`src/design/cmwc_random_generator_top_assert.svh`:
```
// assertion macros for the cmwc generator
`ifndef CMWC_RANDOM_GENERATOR_TOP_ASSERT_SVH
`define CMWC_RANDOM_GENERATOR_TOP_ASSERT_SVH

`ifndef ASSERT_OFF

// same-cycle implication, checked out of reset
`define CMWC_ASSERT(lbl, ante, cons) \
    lbl: assert property (@(posedge i_clk) disable iff (!i_rst_n) (ante) |-> cons) \
        else $error("cmwc assertion failed");

// next-cycle implication, checked out of reset
`define CMWC_ASSERT_NEXT(lbl, ante, cons) \
    lbl: assert property (@(posedge i_clk) disable iff (!i_rst_n) (ante) |=> cons) \
        else $error("cmwc assertion failed");

`else

`define CMWC_ASSERT(lbl, ante, cons)
`define CMWC_ASSERT_NEXT(lbl, ante, cons)

`endif

`endif

```
`src/design/cmwc_pkg.sv`:
```
package cmwc_pkg;

    localparam int WORD_W  = 32;
    localparam int MULT_W  = 16;
    localparam int CARRY_W = 19;
    localparam int ACC_W   = WORD_W + MULT_W;
    localparam int CY_W    = ACC_W - WORD_W;

    localparam logic [WORD_W-1:0]  GOLDEN_STEP     = 32'h9e37_79b9;
    localparam logic [WORD_W-1:0]  COMPLEMENT_BASE = 32'hffff_fffe;
    localparam logic [CARRY_W-1:0] CARRY_RESET     = 19'd362436;
    localparam logic [MULT_W-1:0]  MULT_RESET      = 16'd18782;

    localparam logic OP_SEED = 1'b0;
    localparam logic OP_DRAW = 1'b1;

    // step code for the shared multiply-accumulate unit
    typedef enum logic [1:0] {
        MAC_HOLD = 2'd0,
        MAC_MUL  = 2'd1,
        MAC_ADD  = 2'd2
    } t_mac_step;

    // status from the seed sequencer
    typedef struct packed {
        logic wr_en;
        logic last;
    } t_seed_stat;

endpackage

```
`src/design/cmwc_mac.sv`:
```
module cmwc_mac (
    input  logic                         i_clk,
    input  cmwc_pkg::t_mac_step          i_step,
    input  logic [cmwc_pkg::MULT_W-1:0]  i_mult,
    input  logic [cmwc_pkg::WORD_W-1:0]  i_entry,
    input  logic [cmwc_pkg::CARRY_W-1:0] i_carry,
    output logic [cmwc_pkg::WORD_W-1:0]  o_word,
    output logic [cmwc_pkg::CARRY_W-1:0] o_carry
);

    import cmwc_pkg::*;

    logic [ACC_W-1:0]  r_acc;
    logic [ACC_W-1:0]  prod;
    logic [CY_W-1:0]   cy;
    logic [WORD_W:0]   wide_sum;
    logic [WORD_W-1:0] sum;
    logic [CY_W:0]     cy_fix;

    assign prod = ACC_W'(i_mult) * ACC_W'(i_entry);

    always_ff @(posedge i_clk) begin
        case (i_step)
            MAC_MUL: r_acc <= prod;
            MAC_ADD: r_acc <= r_acc + ACC_W'(i_carry);
            default: r_acc <= r_acc;
        endcase
    end

    // carry from the high word, added back with wrap fix
    assign cy       = r_acc[ACC_W-1:WORD_W];
    assign wide_sum = {1'b0, r_acc[WORD_W-1:0]} + (WORD_W+1)'(cy);

    always_comb begin
        if (wide_sum[WORD_W]) begin
            sum    = wide_sum[WORD_W-1:0] + WORD_W'(1);
            cy_fix = (CY_W+1)'(cy) + (CY_W+1)'(1);
        end else begin
            sum    = wide_sum[WORD_W-1:0];
            cy_fix = (CY_W+1)'(cy);
        end
    end

    assign o_word  = COMPLEMENT_BASE - sum;
    assign o_carry = CARRY_W'(cy_fix);

endmodule

```
`config.mk`:
```
export PLATFORM = sky130hd
export DESIGN_NAME = cmwc_mac
export DESIGN_NICKNAME = d
export VERILOG_FILES = /design/src/design/cmwc_random_generator_top_assert.svh /design/src/design/cmwc_pkg.sv /design/src/design/cmwc_mac.sv
export SDC_FILE = /design/constraint.sdc
export NUM_CORES = 1
export LEC_CHECK = 0
export ABC_CLOCK_PERIOD_IN_PS = 7900
export BUFFER_PORTS_ARGS = -buffer_cell sky130_fd_sc_hd__clkbuf_2
export CAP_MARGIN = 20
export CORE_MARGIN = 1
export CORE_UTILIZATION = 50
export DETAILED_ROUTE_END_ITERATION = 7
export PLACE_DENSITY_LB_ADDON = 0.15
export SYNTH_ARGS = -nofsm -noshare
export SYNTH_HDL_FRONTEND = slang
export SYNTH_SLANG_ARGS = --single-unit
```
`constraint.sdc`:
```
create_clock -name i_clk -period 7.9 [get_ports i_clk]
set_input_delay 1.975 -clock i_clk [delete_from_list [all_inputs] [get_ports i_clk]]
set_output_delay 1.975 -clock i_clk [all_outputs]
set_load 0.005 [all_outputs]
```
==> Word level (Yosys, flattened, before mapping) <==
Cells that the tools add are included.
W data, S select, Z words.
{ "word_totals": {"out_inout_bits": 51, "regBits": 48, "inputBits": 70, "elab_cells": 13, "latchBits": 0, "mem_bits_rw": 0, "romBits": 0, "memories": 0} }
{ "op_classes": {"n_mux": 3, "addsub": 5, "n_reduce_logical": 1, "div_mod_pow": 0, "mul": 1, "bitwise": 0, "shift": 0, "eq_ne": 2, "n_lt_le_gt_ge": 0} }
{ "ops": {"columns": ["operator", "n"], "rows": [
  ["$pmux W48 S2", 1],
  ["$add A48 B19 Y48", 1],
  ["$mul A16 B32 Y48", 1],
  ["$add A32 B16 Y33", 1],
  ["$add A32 B1 Y32 const B", 1],
  ["$mux W32", 1],
  ["$sub A32 B32 Y32 const A", 1],
  ["$add A16 B1 Y17 const B", 1],
  ["$mux W17", 1],
  ["$eq A2 B1 Y1 const B", 1],
  ["$eq A2 B2 Y1 const B", 1],
  ["$reduce_bool A2 Y1", 1]
]} }

==> Logic depth before layout (Yosys ltp) <==
{ "depth": {"word_depth": 4, "mapped_depth": 27, "depth_no_buf": 26} }

==> Worst setup path before layout <==
Ideal clock, no wire load.
{ "synth_path": {"path_kind": "in2reg", "start": "input i_entry[9] in the netlist's numbering", "end": "register r_acc[40] (data pin)", "path_buffers": 2, "t_required_ns": 7.640, "setup_ns": 0.260, "arrival_time_ns": 8.053, "setup_slack_ns": -0.413, "stages": 24, "cell_sequence": "clkbuf_1 > nand2_1 > fa_1 > inv_1 > fa_1 > fa_1 > fa_1 > fa_1 > inv_1 > fa_1 > inv_1 > ha_1 > clkbuf_1 > and3_1 > nand4_1 > o221ai_1 > a31o_2 > nor2_1 > o311a_1 > nor3_1 > a311oi_1 > o31ai_1 > xnor2_1 > mux2_2"} }
{ "synth_via": {"elab_chain_len": 2} }
{ "synth_rtl": {"columns": ["element", "line", "source"], "rows": [
  ["from (decl)", "cmwc_mac.sv:5", "input logic [cmwc_pkg::WORD_W-1:0] i_entry,"],
  ["$mul A16 B32 Y48", "cmwc_mac.sv:20", "assign prod = ACC_W'(i_mult) * ACC_W'(i_entry);"],
  ["$pmux W48 S2", "cmwc_mac.sv:23", "case (i_step)"],
  ["to (signal assigned)", "cmwc_mac.sv:24", "MAC_MUL: r_acc <= prod;"],
  ["to (signal assigned)", "cmwc_mac.sv:25", "MAC_ADD: r_acc <= r_acc + ACC_W'(i_carry);"],
  ["to (signal assigned)", "cmwc_mac.sv:26", "default: r_acc <= r_acc;"],
  ["to (decl)", "cmwc_mac.sv:13", "logic [ACC_W-1:0] r_acc;"]
]} }
Every way passes these cells.
A chain may end at the register's enable or synchronous reset.

==> Final worst setup path <==
{ "layout_path": {"start": "input i_entry[17] in the netlist's numbering", "end": "register r_acc[44] (data pin)"} }
Same word-level chain as after synthesis.

==> metrics.md <==
| Metric | Value |
|---|---|
| Clock skew after layout | 0.00849 ns |
| Number of port buffers | 118 |
| Number of vias per cell | 5.37 |
| Capturing point of the worst reg2reg path | r_acc[40]$_DFFE_PP_ |
| Worst Path Class, Setup | input pin to flip-flop |
| Wirelength per Cell | 17.5 um |
| Post-synthesis area per instance | 8.52 um^2 |
| Number of violations reported at the end of detailed-routing iteration 0 | 1302 |
| Slowest Stage Delay on Critical Path | 0.57 ns |
| Worst min-delay path class | flip-flop to flip-flop |
| Routed vias | 18539 |
| Share of flip-flops with an asynchronous set or reset | 0% |
| Antenna violations before repair | 1 |
| Routability congestion estimate from global placement | 0.949 |
| Status | complete, but fails checks |
| Top reg by flops | r_acc |
| Final period utilization | 100% |
| Critical path endpoint category | flip-flop |
| Total routed wirelength | 60.5 mm |
| CTS H-tree depth | 2 |
| Final worst slack | -0.00857 ns |
| Hold Path End | r_acc[0]$_DFFE_PP_ |
| Drt pass-1 iters | 6 |
| Number of CTS-inserted buffers | 5 |
| Worst R2R Path Depth | 14 |
| Standard cell area after detailed placement | 25000 um^2 |
| TritonCTS Sinks | 48 |
| Via count of the first global-routing pass | 19345 |
| Cell count after synthesis | 2584 |
| Maxcap violations | 0 |
| Number of hold-repair buffers added at the cts stage | 0 |
| Synth warn | 0 |
| Floorplan die width | 212 um |
| Number of library cell types mapped by synthesis | 93 |
| Relative area change from synthesis to final layout | 19.7% |
| Clock tree from TritonCTS | yes |
| Timing-limited maximum frequency | 126 MHz |
| Clk Tree Root Cell | sky130_fd_sc_hd__clkbuf_16 |
| Slowest library cell on the worst path | sky130_fd_sc_hd__fa_1 |
| Slew of the pin with the lowest slew margin | 0.776 ns |
| Max Fanout on Critical Path | 6 |
| Sequential area share after synthesis | 6.55% |
| DRC Markers | 0 |
| Initial cell density of the core | 50.9% |
| Cell area after synthesis | 22000 um^2 |
| Violated checks | negative setup slack |
| Number of stages on the worst hold path | 3 |
| Filler cell count | 3855 |
| Area of the core region | 43300 um^2 |
| Wire length of the first global-routing pass | 99.4 mm |
| Row cnt | 76 |
| Setup crit start kind | input pin |
| CP arrival | 7.94 ns |
| Total track usage | 27.9% |
| Core utilization of the finished layout | 60.9% |
| Number of nets in the finished design | 3514 |
| Reg-to-reg critical path startpoint | r_acc[1]$_DFFE_PP_ |
| Clock-pin slew reported for the worst setup and hold paths after clock tree synthesis | 0.07 ns |
| Final global-route overflow total | 0 |
| Largest net degree at the start of global routing | 79 |
| Number of buffers on the longest clock path | 2 |
| FF+latch count, synth | 48 |
| Detailed placement HPWL | 51.2 mm |
| Number of endpoints failing setup at the final stage | 2 |
| Fraction of final layout cells sized beyond drive strength 1 | 19.3% |
| Die Outline Area | 44900 um^2 |
| Smallest hold slack | 0.738 ns |
| Final Hold Violating Endpoints | 0 |
| Largest register FFs | 48 |
| Number of pins exceeding their max-slew limit in the final report | 0 |
| Insertion delay of the later-clocked pin in the worst-skew pair | 0.30 ns |
| Registers with the highest flip-flop counts | r_acc (48) |
| Number of enable flip-flop cells after synthesis | 48 |
| Remaining number of nets flagged by the antenna check after routing | 0 |
| Hold_sp | r_acc[0]$_DFFE_PP_ |
| Worst slew slack as a fraction of its limit | 48.3% |
| CP Data Required Time | 7.93 ns |
| Primary flip-flop cell chosen by synthesis mapping | sky130_fd_sc_hd__edfxtp_1 |
| Ports | 121 |
| Worst-case register-to-register setup slack | 3.83 ns |
| Post-layout instance area | 26300 um^2 |
| Clock period minus final worst setup slack | 7.91 ns |
| Unrepaired setup endpoints after global routing | true |
| Vertical die dimension | 212 um |
==> worst max path at each step <==
stage	from	end	slack, ns
CTS	i_entry[10]	r_acc[47]$_DFFE_PP_	-0.15
global route	i_mult[2]	r_acc[44]$_DFFE_PP_	-0.29
floorplan	i_mult[6]	r_acc[40]$_DFFE_PP_	-0.009
global placement	i_mult[6]	r_acc[47]$_DFFE_PP_	-0.60
detailed placement	i_mult[6]	r_acc[47]$_DFFE_PP_	-0.75
finish	i_entry[17]	r_acc[44]$_DFFE_PP_	-0.009
==> layout make-up <==
type / count / area, um^2 / area share, %
clock buffers: 5 / 125 / 0.475
well taps: 585 / 732 / 2.78
inverters: 489 / 1840 / 6.97
flip-flops and latches: 48 / 1440 / 5.47
diodes: 1 / 2.50 / 0.00950
clock inverters: 3 / 17.5 / 0.0665
multi-input cells: 1939 / 19000 / 72.1
repair buffers: 382 / 3200 / 12.2
==> routing by layer <==
| layer | routed length, um | track usage, % |
|---|---|---|
| met5 | 0 | 0 |
| met4 | 1360 | 5.65 |
| met3 | 2820 | 2.12 |
| met2 | 30300 | 49.4 |
| met1 | 26100 | 37.5 |
==> synth_stat cells, drive strengths merged (33+ instances only) <==
library cell	n	area share, %
edfxtp	48	6.5
inv	489	8.3
nand3	43	1.0
nor3	33	0.82
and2	219	6.2
a21oi	86	2.0
a21o	43	1.5
clkbuf	98	1.7
nand2	402	6.9
nor2	102	1.8
o21ai	59	1.4
xor2	67	2.7
fa	420	38
xnor2	97	3.9
ha	159	9.0
==> cell families (layout without fill, tap and decap cells) <==
family                     Yosys count  after routing  synth area share, %
AOI/OAI and AO/OA                  281            281                 8.36
other                                1              3               0.0170
adders and majority gates          579            579                 47.2
and+or+nand+nor                    900            900                 20.2
xor gates and xnor gates           164            164                 6.63
muxes                               13             13                0.676
buffers and inverters              598            879                 10.3
DFF                                 48             48                 6.55
==> what timing repair did <==
action / 4_1_cts / 5_1_grt
pin swaps: 36 / 90
cloned: 3 / 2
gates resized for setup: 79 / 142
endpoints found under the setup margin: 17 / 20
setup buffers: 5 / 15
==> worst max-delay path, delay by kind of cell <==
family          cells  cell delay, ns
fa+ha+maj           7            3.32
compound gates      5            1.09
buf+inv             6            0.65
simple gates        5            0.65
xor+xnor            1            0.14
mux                 1            0.08
==> layout by cell type, fill, tap and decap left out, types with 11 or more instances in the layout <==
cell,count
sky130_fd_sc_hd__inv_1,476
sky130_fd_sc_hd__fa_1,397
sky130_fd_sc_hd__nand2_1,393
sky130_fd_sc_hd__buf_4,231
sky130_fd_sc_hd__and2_1,200
sky130_fd_sc_hd__ha_1,140
sky130_fd_sc_hd__nor2_1,95
sky130_fd_sc_hd__xnor2_1,94
sky130_fd_sc_hd__clkbuf_2,86
sky130_fd_sc_hd__a21oi_1,71
sky130_fd_sc_hd__xor2_1,66
sky130_fd_sc_hd__edfxtp_1,48
sky130_fd_sc_hd__o21ai_0,46
sky130_fd_sc_hd__a21o_1,43
sky130_fd_sc_hd__nand3_1,42
sky130_fd_sc_hd__nor3_1,29
sky130_fd_sc_hd__fa_2,23
sky130_fd_sc_hd__nand4_1,22
sky130_fd_sc_hd__buf_6,21
sky130_fd_sc_hd__and2_4,18
sky130_fd_sc_hd__ha_4,16
sky130_fd_sc_hd__buf_12,15
sky130_fd_sc_hd__and3_1,14
sky130_fd_sc_hd__inv_2,13
sky130_fd_sc_hd__and4_1,12
sky130_fd_sc_hd__o21bai_1,12
sky130_fd_sc_hd__clkbuf_16,12
sky130_fd_sc_hd__a21oi_2,11
==> through the flow <==
step | TNS, ns | cells | setup WS [ns]
2_1_floorplan | -0.00897 | 2585 | -0.00897
3_3_place_gp | -7.98 | 3419 | -0.599
3_5_place_dp | -9.83 | 3419 | -0.750
4_1_cts | -0.392 | 3435 | -0.153
5_1_grt | -1.49 | 3452 | -0.293
6_report | -0.0119 | 3452 | -0.00857
Power is not shown: default switching activity piles up to over one toggle a cycle in this logic, so the estimate is an artifact.
