`config.mk`:
```
export PLATFORM = sky130hd
export DESIGN_NAME = cmwc_seed
export DESIGN_NICKNAME = d
export VERILOG_FILES = /design/src/design/cmwc_random_generator_top_assert.svh /design/src/design/cmwc_pkg.sv /design/src/design/cmwc_seed.sv
export SDC_FILE = /design/constraint.sdc
export NUM_CORES = 1
export LEC_CHECK = 0
export BUFFER_PORTS_ARGS = -buffer_cell sky130_fd_sc_hd__clkbuf_2
export CORE_MARGIN = 2
export CORE_UTILIZATION = 40
export DETAILED_ROUTE_END_ITERATION = 10
export PLACE_DENSITY_LB_ADDON = 0.08
export SYNTH_ARGS = -nofsm -noshare
export SYNTH_HDL_FRONTEND = slang
export SYNTH_SLANG_ARGS = --single-unit
export TNS_END_PERCENT = 100
```
`constraint.sdc`:
```
create_clock -name i_clk -period 8.4 [get_ports i_clk]
set_input_delay 0.42 -clock i_clk [delete_from_list [all_inputs] [get_ports i_clk]]
set_output_delay 0.42 -clock i_clk [all_outputs]
set_load 0.02 [all_outputs]
```
`src/design/cmwc_random_generator_top_assert.svh`:
```
// assertion macros for the cmwc generator
`ifndef CMWC_RANDOM_GENERATOR_TOP_ASSERT_SVH
`define CMWC_RANDOM_GENERATOR_TOP_ASSERT_SVH

`ifndef ASSERT_OFF

// same-cycle implication, checked out of reset
`define CMWC_ASSERT(lbl, ante, cons) \
    lbl: assert property (@(posedge i_clk) disable iff (!i_rst_n) (ante) |-> cons) \
        else $error("cmwc assertion failed");

// next-cycle implication, checked out of reset
`define CMWC_ASSERT_NEXT(lbl, ante, cons) \
    lbl: assert property (@(posedge i_clk) disable iff (!i_rst_n) (ante) |=> cons) \
        else $error("cmwc assertion failed");

`else

`define CMWC_ASSERT(lbl, ante, cons)
`define CMWC_ASSERT_NEXT(lbl, ante, cons)

`endif

`endif

```
`src/design/cmwc_pkg.sv`:
```
package cmwc_pkg;

    localparam int WORD_W  = 32;
    localparam int MULT_W  = 16;
    localparam int CARRY_W = 19;
    localparam int ACC_W   = WORD_W + MULT_W;
    localparam int CY_W    = ACC_W - WORD_W;

    localparam logic [WORD_W-1:0]  GOLDEN_STEP     = 32'h9e37_79b9;
    localparam logic [WORD_W-1:0]  COMPLEMENT_BASE = 32'hffff_fffe;
    localparam logic [CARRY_W-1:0] CARRY_RESET     = 19'd362436;
    localparam logic [MULT_W-1:0]  MULT_RESET      = 16'd18782;

    localparam logic OP_SEED = 1'b0;
    localparam logic OP_DRAW = 1'b1;

    // step code for the shared multiply-accumulate unit
    typedef enum logic [1:0] {
        MAC_HOLD = 2'd0,
        MAC_MUL  = 2'd1,
        MAC_ADD  = 2'd2
    } t_mac_step;

    // status from the seed sequencer
    typedef struct packed {
        logic wr_en;
        logic last;
    } t_seed_stat;

endpackage

```
`src/design/cmwc_seed.sv`:
```
module cmwc_seed #(
    parameter int DEPTH = 4096
) (
    input  logic                       i_clk,
    input  logic                       i_rst_n,
    input  logic                       i_start,
    input  logic [cmwc_pkg::WORD_W-1:0] i_seed,
    output cmwc_pkg::t_seed_stat       o_stat,
    output logic [$clog2(DEPTH)-1:0]   o_addr,
    output logic [cmwc_pkg::WORD_W-1:0] o_data
);

    import cmwc_pkg::*;

    localparam int IDX_W = $clog2(DEPTH);

    logic             r_active;
    logic [IDX_W-1:0] r_k;
    logic [WORD_W-1:0] r_h3;  // entry k-3
    logic [WORD_W-1:0] r_h2;  // entry k-2
    logic [WORD_W-1:0] r_h1;  // entry k-1, holds the seed before entry 0
    logic [WORD_W-1:0] n_entry;
    logic              last;

    always_comb begin
        if (r_k == '0) begin
            n_entry = r_h1;
        end else if (r_k < IDX_W'(3)) begin
            n_entry = r_h1 + GOLDEN_STEP;
        end else begin
            n_entry = r_h3 ^ r_h2 ^ GOLDEN_STEP ^ WORD_W'(r_k);
        end
    end

    assign last = r_active && (r_k == IDX_W'(DEPTH - 1));

    always_ff @(posedge i_clk) begin
        if (!i_rst_n) begin
            r_active <= 1'b0;
            r_k      <= '0;
        end else if (i_start) begin
            r_active <= 1'b1;
            r_k      <= '0;
        end else if (r_active) begin
            r_active <= !last;
            r_k      <= r_k + IDX_W'(1);
        end
    end

    always_ff @(posedge i_clk) begin
        if (i_start) begin
            r_h1 <= i_seed;
        end else if (r_active) begin
            r_h3 <= r_h2;
            r_h2 <= r_h1;
            r_h1 <= n_entry;
        end
    end

    assign o_stat.wr_en = r_active;
    assign o_stat.last  = last;
    assign o_addr       = r_k;
    assign o_data       = n_entry;

endmodule

```
### Yosys cells after proc, flatten, opt, wreduce, memory -nomap -nowiden

Cells that the tools add are included.

| storage, ports and cells | value |
|---|---|
| register bits | 109 |
| input port bits | 35 |
| output and inout bits | 46 |
| word-level logic and storage cells | 26 |

| cells by class | value |
|---|---|
| $add $sub $neg | 2 |
| magnitude comparators | 1 |
| equality and inequality tests | 1 |
| muxes and demuxes | 6 |
| bitwise operators | 5 |
| reduce and logical (&&, ||, !) cells | 6 |

Operator list:

| cell | count |
|---|---|
| $mux 32 | 4 |
| $add 32x32->32 const B | 1 |
| $xor 32x12->32 | 1 |
| $xor 32x32->32 | 1 |
| $not 20->20 | 1 |
| $add 12x1->12 const B | 1 |
| $eq 12x12->1 const B | 1 |
| $logic_not 12->1 | 1 |
| $lt 12x2->1 const B | 1 |
| $mux 1 | 2 |
| $not 1->1 | 2 |
| $reduce_and 2->1 | 1 |
| $reduce_bool 2->1 | 1 |
| $reduce_or 2->1 | 1 |
| $logic_and 1x1->1 | 1 |
| $logic_not 1->1 | 1 |

### Depth between registers and ports, before layout

Gate-level depths: netlist (run 1).

| logic depth | value |
|---|---|
| depth in word-level cells | 7 |
| gate-level depth with buffers | 9 |
| gate-level depth less buffers | 7 |

### Worst setup path before layout (run 1)

Ideal clock, no wire load.

| path | value |
|---|---|
| kind | register -> register |
| start | reg r_active |
| end | reg r_h2[0] (enable) |
| arrival | 3.476 ns |
| data required time | 7.907 ns |
| path slack | 4.430 ns |
| cell stages (with the launch flop) | 3 |
| period minus slack after synthesis | 3.970 ns |
| cell sequence | dfxtp_1 clkbuf_1 nor2b_1 |

| on the way | value |
|---|---|
| longest elaborated chain between the ends | 1 |

RTL lines:

| item | line | RTL |
|---|---|---|
| start: declaration | cmwc_seed.sv:17 | `logic r_active;` |
| start signal: assignment | cmwc_seed.sv:45 | `r_active <= !last;` |
| $reduce_and 2->1 (no line) | - |  |
| end signal: assignment | cmwc_seed.sv:55 | `r_h2 <= r_h1;` |
| end: declaration | cmwc_seed.sv:20 | `logic [WORD_W-1:0] r_h2;` |

Every way passes these cells.
A chain may end at the register's enable or synchronous reset.

### Worst setup path after layout (run 1)

| path | value |
|---|---|
| start | reg r_k[0], in the netlist o_addr[0] |
| end | out o_data[28] (netlist name) |

| on the way | value |
|---|---|
| longest elaborated chain between the ends | 3 |

RTL lines:

| item | line | RTL |
|---|---|---|
| start: declaration | cmwc_seed.sv:18 | `logic [IDX_W-1:0] r_k;` |
| start signal: assignment | cmwc_seed.sv:46 | `r_k <= r_k + IDX_W'(1);` |
| $lt 12x2->1 | cmwc_seed.sv:28 | `end else if (r_k < IDX_W'(3)) begin` |
| $mux 32 | cmwc_seed.sv:28 |  |
| $mux 32 (*) | cmwc_seed.sv:26 | `if (r_k == '0) begin` |
| end: declaration | cmwc_seed.sv:10 | `output logic [cmwc_pkg::WORD_W-1:0] o_data` |

Mark *: on every way between the ends. The rest lies on a longest branch, timed or not.

==> results.sh, run 1 <==
export IMPL_cap_violations=0
export IMPL_synth_cells=538
export IMPL_clk_pin_slew_worst_paths_ns=0.07
export IMPL_hpwlAfterDp_mm=10.3
export IMPL_tightest_slew_ns=0.856
export IMPL_criticalPathCategory="flip-flop to output port"
export IMPL_gp_congestion=0.793
export IMPL_p_per_area_mw_per_mm2=203
export IMPL_cp_required_ns=7.98
export IMPL_die_h_um=125
export IMPL_design_core_area_mm2=0.0145
export IMPL_fin_ws_ns=4.89
export IMPL_clk_latency_ns=0.36
export IMPL_antenna_found_initial=0
export IMPL_place_area_mm2=0.00643
export IMPL_port_buffers=80
export IMPL_post_place_ws_ns=5.30
export IMPL_die_width_um=125
export IMPL_clockRootBuffer="clkbuf_16"
export IMPL_setup_tns_ns=0
export IMPL_timing_fmax_mhz=285
export IMPL_min_period_over_period=0.417
export IMPL_ys_seq_area_frac=0.533
export IMPL_grt_pass1_wl_mm=24.0
export IMPL_syn_to_final_growth_pct=14.3
export IMPL_drt_iter0_markers=357
export IMPL_synth_main_ff_cell="edfxtp_1"
export IMPL_period_needed_ns=3.51
export IMPL_vias_per_cell=5.72
export IMPL_ys_warn_count=0
export IMPL_grt_usage=0.195
export IMPL_status="finished clean"
export IMPL_cts_resized=0
export IMPL_grt_ovfl_total=0
export IMPL_syn_area_mm2=0.00589
export IMPL_drv_slew=0
export IMPL_setup_viol=0
export IMPL_cp_max_fo=24
export IMPL_grt_pass1_vias=4292
export IMPL_cts_hold_buf=0
export IMPL_syn_area_per_cell_um2=11.0
export IMPL_synth_edf_count=96
export IMPL_synthArstFlopShare=0
export IMPL_first_pass_iters=5
export IMPL_peakVddDrop_mv=0.117
export IMPL_clock_skew_ns=0.00793
export IMPL_initial_core_util=0.407
export IMPL_synth_seq_cells=109
export IMPL_drc=0
export IMPL_nets=643
export IMPL_cts_buffers=9
export IMPL_dieArea_mm2=0.0157
export IMPL_power_leakage_nw=2.41
export IMPL_wl_per_cell_um=18.9
export IMPL_ioPinCount=81
export IMPL_relSlewSlack=0.429
export IMPL_cts_tree="built"
export IMPL_crit_path_end_kind="output port"
export IMPL_worst_setup_path_start_kind="flip-flop"
export IMPL_htree_levels=3
export IMPL_stdcell_area_mm2=0.00673
export IMPL_ant_nets=0
export IMPL_rows=44
export IMPL_timing_hold_violations_final=0
export IMPL_holdCritPathClass="input port to flip-flop"
export IMPL_vias=4541
export IMPL_clock_sinks=109
export IMPL_drive_gt1_frac=0.218
export IMPL_nFillCells=1363
export IMPL_rsz0062_at_grt="no"
export IMPL_whs_ns=0.311
export IMPL_post_cts_buffers=0
export IMPL_routed_wirelength_mm=15.0
export IMPL_syn_num_nets=576
export IMPL_cts_max_path_buffers=2
export IMPL_diodes=0
export IMPL_synth_distinct_cells=66
export IMPL_critical_path_arrival_ns=3.09
export IMPL_grt_max_degree=59
-- registers in the layout, summed over array words and instances (netlist names) --
register  count
r_h1         32
r_h2         32
r_h3         32
o_addr       12
r_active      1
-- power breakdown --
group | total (mW) | leakage, nW | switching (mW) | internal [mW]
logic | 0.235 | 1.24 | 0.143 | 0.0918
clock network | 0.449 | 0.151 | 0.191 | 0.259
registers | 0.681 | 1.02 | 0.0455 | 0.635
total | 1.37 | 2.41 | 0.379 | 0.986
-- stage by stage --
step | utilization | total power [mW] | instances
global route | 0.465 | 1.43 | 794
finish | 0.465 | 1.37 | 794
detailed placement | 0.444 | 0.928 | 778
global placement | 0.444 | 0.925 | 778
floorplan | - | 0.844 | 538
CTS | 0.465 | 1.38 | 794
-- cell usage in the layout, fill, tap and decap left out, types with 9 or more instances in the layout --
master and n:
dfxtp_1 13, and3_1 10, nor2_1 53, xor2_1 25
xnor2_1 27, nand3_1 15, mux2_2 19, clkbuf_16 9
edfxtp_1 96, o21ai_0 26, clkbuf_2 80, nor3_1 15
a21oi_1 38, nand2_1 42
-- cells in the mapped netlist (all sizes together), types with 3 or more instances --
master   number  area, µm²
a2111oi       3       32.5
a211o         3       26.3
a211oi        3       22.5
a21boi        4       33.8
a21oi        38        190
a22oi         7       52.6
a2bb2oi       5       43.8
a31oi         9       62.6
and3         10       62.6
buf          15       91.3
clkbuf       15       56.3
dfxtp        13        260
edfxtp       96       2880
ha            3       37.5
inv           7       26.3
mux2         19        214
nand2        43        164
nand2b        4       25.0
nand3        15       75.1
nand4         8       50.1
nor2         53        199
nor3         15       75.1
nor4          3       63.8
o211ai        5       37.5
o21ai        30        150
o22ai         6       37.5
o31a          3       26.3
o31ai         6       45.0
o32a          3       30.0
or3           5       31.3
xnor2        27        236
xor2         25        219
-- cell families after synthesis --
group	synth area share
simple gates	0.139
buf+inv	0.0295
compound gates	0.174
xor+xnor	0.0773
fa+ha+maj	0.00637
flops	0.533
mux	0.0397
-- critical path, stage by stage (launching register included) --
cell and delay [ns]:
dfxtp_1 0.37, ha_1 0.41, and4b_1 0.88, buf_4 0.37, nor2_1 0.15, a21oi_1 0.18
and3_1 0.19, clkbuf_2 0.17
-- path summary, 6_finish.rpt --
check	startpoint	end	slack (ns)	cells after the start
worst max-delay path	o_addr[0]$_SDFFE_PP0P_	o_data[28]	4.89	7
worst min-delay path	i_rst_n	r_active$_SDFF_PN0_	0.31	2
worst max register to register	o_addr[0]$_SDFFE_PP0P_	r_h1[30]$_DFFE_PP_	5.33	7
worst min register to register	r_h2[2]$_DFFE_PP_	r_h3[2]$_DFFE_PP_	0.47	0
-- per-layer routing --
metal	part of all wire	wire length, µm	track usage
met5	0	0	0
met4	0.019	282	0.0725
met3	0.052	783	0.0364
met2	0.47	7010	0.310
met1	0.46	6960	0.268
-- area by class of cell --
| class | count | area, µm² | area share |
|---|---|---|---|
| Multi-Input combinational cell | 392 | 2580 | 0.384 |
| Timing Repair Buffer | 86 | 445 | 0.0661 |
| Sequential cell | 109 | 3140 | 0.467 |
| Inverter | 7 | 26.3 | 0.00390 |
| Clock buffer | 10 | 229 | 0.0340 |
| Clock inverter | 6 | 77.6 | 0.0115 |
| Tap cell | 184 | 230 | 0.0342 |
Power figures use the tool's default switching activity.
==> inputs of run 2 (changes only) <==
==> constraint.sdc (replaced) <==
create_clock -name i_clk -period 2.9 [get_ports i_clk]
set_input_delay 0.145 -clock i_clk [delete_from_list [all_inputs] [get_ports i_clk]]
set_output_delay 0.145 -clock i_clk [all_outputs]
set_load 0.02 [all_outputs]
==> run 2 against run 1 <==
Effect of this change: global-route usage is 0.11 points higher; count of clock-buffer cells in the layout down 1; power increased to 3.0 times the previous value; clock power rose to 3.0 times the previous value; cell area up 4.0%; largest cell class unchanged; highest routed layer unchanged.
==> results.sh, run 2 (synthesis gave the netlist of run 1 again) <==
export IMPL_status="finished clean"
export IMPL_worst_setup_path_start_kind="flip-flop"
export IMPL_min_period_over_period=0.967
export IMPL_clk_latency_ns=0.36
export IMPL_criticalPathCategory="flip-flop to output port"
export IMPL_tightest_slew_ns=0.910
export IMPL_drive_gt1_frac=0.266
export IMPL_ioPinCount=81
export IMPL_min_to="r_active$_SDFF_PN0_"
export IMPL_cap_violations=0
export IMPL_clk_pin_slew_worst_paths_ns=0.08
export IMPL_die_h_um=125
export IMPL_cts_max_path_buffers=2
export IMPL_cp_required_ns=2.76
export IMPL_grt_pass1_vias=4538
export IMPL_syn_to_final_growth_pct=18.8
export IMPL_seq_area_mm2=0.00314
export IMPL_relSlewSlack=0.393
export IMPL_critical_path_arrival_ns=2.66
export IMPL_rrSetupSlack_ns=0.35
export IMPL_p_total_mw=4.06
export IMPL_crit_path_end_kind="output port"
export IMPL_cp_max_fo=6
export IMPL_nets=662
export IMPL_path_buf_inv=1
export IMPL_timing_hold_violations_final=0
export IMPL_first_pass_iters=4
export IMPL_design_core_area_mm2=0.0145
export IMPL_drv_slew=0
export IMPL_place_inst=791
export IMPL_gp_congestion=0.805
export IMPL_rsz0062_at_grt="yes"
export IMPL_hold_start="i_rst_n"
export IMPL_drt_iter0_markers=257
export IMPL_holdCritPathClass="input port to flip-flop"
export IMPL_whs_path_depth=2
export IMPL_final_common_cell="edfxtp_1"
export IMPL_fin_util=0.483
export IMPL_grt_max_degree=35
export IMPL_clockRootBuffer="clkbuf_16"
export IMPL_p_per_area_mw_per_mm2=580
export IMPL_cts_hold_buf=0
export IMPL_worst_r2r_endpoint="r_h1[30]$_DFFE_PP_"
export IMPL_clock_sinks=109
export IMPL_grt_pass1_wl_mm=24.3
export IMPL_cts_buffers=9
export IMPL_period_needed_ns=2.80
export IMPL_initial_core_util=0.407
export IMPL_rows=44
export IMPL_crit_chain="ha_4, a2111oi_4, a211o_1, a21boi_1, o2111ai_1, o41ai_2, nor2_1, clkbuf_2"
export IMPL_setup_viol=0
export IMPL_reg_largest_list="r_h1 x32, r_h2 x32, r_h3 x32"
export IMPL_path_depth=8
export IMPL_drc=0
export IMPL_nFillCells=1375
export IMPL_diodes=0
export IMPL_dieArea_mm2=0.0157
export IMPL_vias=4625
export IMPL_grt_ovfl_total=0
export IMPL_stdcell_count=813
export IMPL_wl_per_cell_um=18.8
export IMPL_ant_nets=0
export IMPL_rr_worst_depth=8
export IMPL_setup_tns_ns=0
export IMPL_routed_wirelength_mm=15.3
export IMPL_peakVddDrop_mv=0.319
export IMPL_worst_path_max_delay_cell="edfxtp_1"
export IMPL_multi_input_area_mm2=0.00268
export IMPL_r2r_start="o_addr[10]$_SDFFE_PP0P_"
export IMPL_hpwlAfterDp_mm=10.7
export IMPL_port_buffers=80
export IMPL_layout_common_cells="edfxtp_1 (96), clkbuf_2 (80), nor2_1 (52)"
export IMPL_vias_per_cell=5.69
export IMPL_slowest_delay_ns=0.50
export IMPL_timing_fmax_mhz=357
export IMPL_antenna_found_initial=0
export IMPL_die_width_um=125
export IMPL_grt_usage=0.196
export IMPL_power_leakage_nw=2.54
export IMPL_clock_skew_ns=0.00945
export IMPL_htree_levels=3
export IMPL_cts_tree="built"
export IMPL_critPathTopFamily="compound AO/OA/AOI/OAI gates"
run 2: stage by stage:
step	hold WS, ns	cell area (µm²)	worst slack, ns
floorplan	0.299	5890	0.146
global placement	0.395	6540	0.239
detailed placement	0.401	6540	0.200
CTS	0.0146	6900	0.00269
global route	0.0365	7000	-0.0224
finish	0.0222	7000	0.0964
run 2: cell type report:
type / count / share of cell area
clock buffers: 9 / 0.0322
clock inverters: 7 / 0.0141
inverters: 7 / 0.00375
multi-input cells: 392 / 0.382
flip-flops and latches: 109 / 0.449
well taps: 184 / 0.0329
repair buffers: 105 / 0.0858
run 2: power breakdown:
group / switching [mW] / leakage, nW / internal [mW]
Combinational: 0.428 / 1.36 / 0.297
Sequential: 0.136 / 1.02 / 1.84
Clock: 0.593 / 0.161 / 0.764
Total: 1.16 / 2.54 / 2.90
run 2: layer usage:
metal | track usage | share of wire | wire [µm] | vias to the layer above
li1 | - | - | - | 2215
met1 | 0.268 | 0.47 | 7140 | 2255
met2 | 0.317 | 0.47 | 7190 | 135
met3 | 0.0291 | 0.043 | 654 | 20
met4 | 0.0778 | 0.019 | 293 | 0
met5 | 0 | 0 | 0 | -
run 2: worst register-to-register path, cell delays in order, from the launching register on:
cell,delay [ns]
dfxtp_1,0.39
nor4_4,0.41
buf_4,0.19
and4b_1,0.21
buf_4,0.31
nor2_1,0.19
a22oi_1,0.19
o211ai_1,0.16
mux2_2,0.28
run 2: how the worst max path moves through the flow:
| stage | from | to |
|---|---|---|
| final | r_h1[0]$_DFFE_PP_ | o_data[24] |
| after detailed placement | r_h1[0]$_DFFE_PP_ | o_data[24] |
| after CTS | r_h1[12]$_DFFE_PP_ | o_data[31] |
| after global placement | r_h1[0]$_DFFE_PP_ | o_data[24] |
| after global routing | r_h1[0]$_DFFE_PP_ | o_data[24] |
| after floorplan | r_active$_SDFF_PN0_ | r_h2[0]$_DFFE_PP_ |
run 2: timing repair:
| action | in CTS | in global routing |
|---|---|---|
| endpoints found under the setup margin | 7 | 19 |
| buffers inserted | 2 | 4 |
| pin swaps | 2 | 4 |
| gates cloned | 0 | 0 |
| resized for setup | 5 | 14 |
==> inputs of run 3 (changes only) <==
--- a/config.mk
+++ b/config.mk
@@ -6,7 +6,7 @@
 export NUM_CORES = 1
 export LEC_CHECK = 0
 export BUFFER_PORTS_ARGS = -buffer_cell sky130_fd_sc_hd__clkbuf_2
-export CORE_MARGIN = 2
+export CORE_MARGIN = 5
 export CORE_UTILIZATION = 40
 export DETAILED_ROUTE_END_ITERATION = 10
 export PLACE_DENSITY_LB_ADDON = 0.08
==> run 3 against run 2 <==
Effect of this change: routed wire length rose by 2.0%; register-to-register slack improved by 0.05 ns; first-iteration DRC count rose by 40%; largest cell class unchanged; non-clock buffer count rose by 5.
==> results.sh, run 3 (synthesis gave the netlist of run 1 again) <==
export IMPL_ant_nets=0
export IMPL_clock_sinks=109
export IMPL_layout_common_cells="edfxtp_1 (96), clkbuf_2 (80), nor2_1 (52)"
export IMPL_power_leakage_nw=2.55
export IMPL_whs_ns=0.0366
export IMPL_cp_required_ns=2.76
export IMPL_setup_viol=0
export IMPL_min_period_over_period=0.956
export IMPL_diodes=0
export IMPL_vias_per_cell=5.73
export IMPL_die_h_um=131
export IMPL_r2r_start="o_addr[10]$_SDFFE_PP0P_"
export IMPL_cts_tree="built"
export IMPL_drive_gt1_frac=0.265
export IMPL_dieArea_mm2=0.0173
export IMPL_antenna_found_initial=0
export IMPL_rows=44
export IMPL_grt_pass1_wl_mm=25.1
export IMPL_drt_iter0_markers=360
export IMPL_nets=667
export IMPL_post_place_ws_ns=0.185
export IMPL_worst_setup_path_start_kind="flip-flop"
export IMPL_htree_levels=3
export IMPL_first_pass_iters=5
export IMPL_routed_wirelength_mm=15.6
export IMPL_clk_latency_ns=0.36
export IMPL_wl_per_cell_um=19.1
export IMPL_cap_violations=0
export IMPL_timing_hold_violations_final=0
export IMPL_timing_fmax_mhz=361
export IMPL_crit_path_end_kind="output port"
export IMPL_peakVddDrop_mv=0.288
export IMPL_drc=0
export IMPL_grt_pass1_vias=4697
export IMPL_whs_path_depth=2
export IMPL_vias=4691
export IMPL_final_common_cell="edfxtp_1"
export IMPL_fin_ws_ns=0.128
export IMPL_design_core_area_mm2=0.0145
export IMPL_hold_start="i_rst_n"
export IMPL_critical_path_arrival_ns=2.63
export IMPL_period_needed_ns=2.77
export IMPL_relSlewSlack=0.415
export IMPL_clockRootBuffer="clkbuf_16"
export IMPL_ioPinCount=81
export IMPL_syn_to_final_growth_pct=18.9
export IMPL_cts_max_path_buffers=2
export IMPL_clk_pin_slew_worst_paths_ns=0.07
export IMPL_port_buffers=80
export IMPL_initial_core_util=0.407
export IMPL_cp_max_fo=6
export IMPL_p_per_area_mw_per_mm2=562
export IMPL_status="finished clean"
export IMPL_clock_skew_ns=0.00983
export IMPL_reg_largest_list="r_h1 x32, r_h2 x32, r_h3 x32"
export IMPL_rr_worst_depth=8
export IMPL_gp_congestion=0.832
export IMPL_rrSetupSlack_ns=0.40
export IMPL_holdCritPathClass="input port to flip-flop"
export IMPL_cts_buffers=9
export IMPL_worst_r2r_endpoint="r_h1[19]$_DFFE_PP_"
export IMPL_hpwlAfterDp_mm=10.7
export IMPL_cts_hold_buf=0
export IMPL_criticalPathCategory="flip-flop to output port"
export IMPL_grt_max_degree=40
export IMPL_min_to="r_active$_SDFF_PN0_"
export IMPL_grt_ovfl_total=0
export IMPL_drv_slew=0
export IMPL_die_width_um=131
export IMPL_setup_tns_ns=0
export IMPL_grt_usage=0.180
export IMPL_tightest_slew_ns=0.877
==> run 3: cell types whose count changed in the layout (fill, tap and decap cells not counted), sizes merged <==
| cell | delta |
|---|---|
| buf | +5 |
| bufinv | -2 |
| clkbuf | +4 |
| clkinv | -2 |
| clkinvlp | +1 |
| inv | -1 |
==> run 3: through the flow <==
stage	cells	utilization	area, µm²	power [mW]
finish	818	0.484	7010	3.94
global route	818	0.484	7010	4.12
global placement	790	0.452	6540	2.69
floorplan	538	-	5890	2.44
detailed placement	790	0.452	6540	2.70
CTS	806	0.475	6880	3.94
==> run 3: cell type report <==
type / count / area [µm²]
Inverter: 7 / 26.3
Multi-Input combinational cell: 392 / 2670
Clock buffer: 13 / 270
Sequential cell: 109 / 3140
Fill cell: 1380 / 7470
Timing Repair Buffer: 110 / 651
Clock inverter: 3 / 20.0
Tap cell: 184 / 230
==> run 3: how the worst max path moves through the flow <==
stage                                    from           endpoint  slack [ns]  cells after the start
after floorplan           r_active$_SDFF_PN0_  r_h2[0]$_DFFE_PP_        0.15                      2
after global placement      r_h1[0]$_DFFE_PP_         o_data[24]        0.22                      7
after detailed placement    r_h1[0]$_DFFE_PP_         o_data[24]        0.18                      7
after CTS                  r_h1[12]$_DFFE_PP_         o_data[31]       0.007                      7
after global routing        r_h1[0]$_DFFE_PP_         o_data[26]       -0.01                      8
final                       r_h1[1]$_DFFE_PP_         o_data[26]        0.13                      8
==> run 3: routing by layer <==
metal  global-route usage  routed length [µm]  vias to the layer above
met4               0.0709                 309                        0
met5                    0                   0                        -
met2                0.281                7260                      164
met3               0.0329                 792                       21
met1                0.248                7230                     2278
li1                     -                   -                     2228
==> run 3: report_power, final <==
group / total (mW) / leakage [nW] / switching [mW] / internal (mW)
logic: 0.736 / 1.39 / 0.433 / 0.302
registers: 1.97 / 1.02 / 0.133 / 1.84
clock network: 1.23 / 0.139 / 0.579 / 0.654
total: 3.94 / 2.55 / 1.15 / 2.80
==> run 3: critical path, stage by stage, from the launching register on <==
cell       delay, ns
edfxtp_1        0.45
ha_2            0.26
a2111oi_4       0.38
a211o_1         0.28
a31o_2          0.21
nand2_1         0.10
a41oi_1         0.29
o211ai_1        0.13
clkbuf_2        0.17
==> run 3: repair_timing <==
item / 4_1_cts / 5_1_grt
pin swaps: 0 / 4
setup endpoints to repair: 8 / 18
buffers inserted: 0 / 12
gates resized for setup: 9 / 10
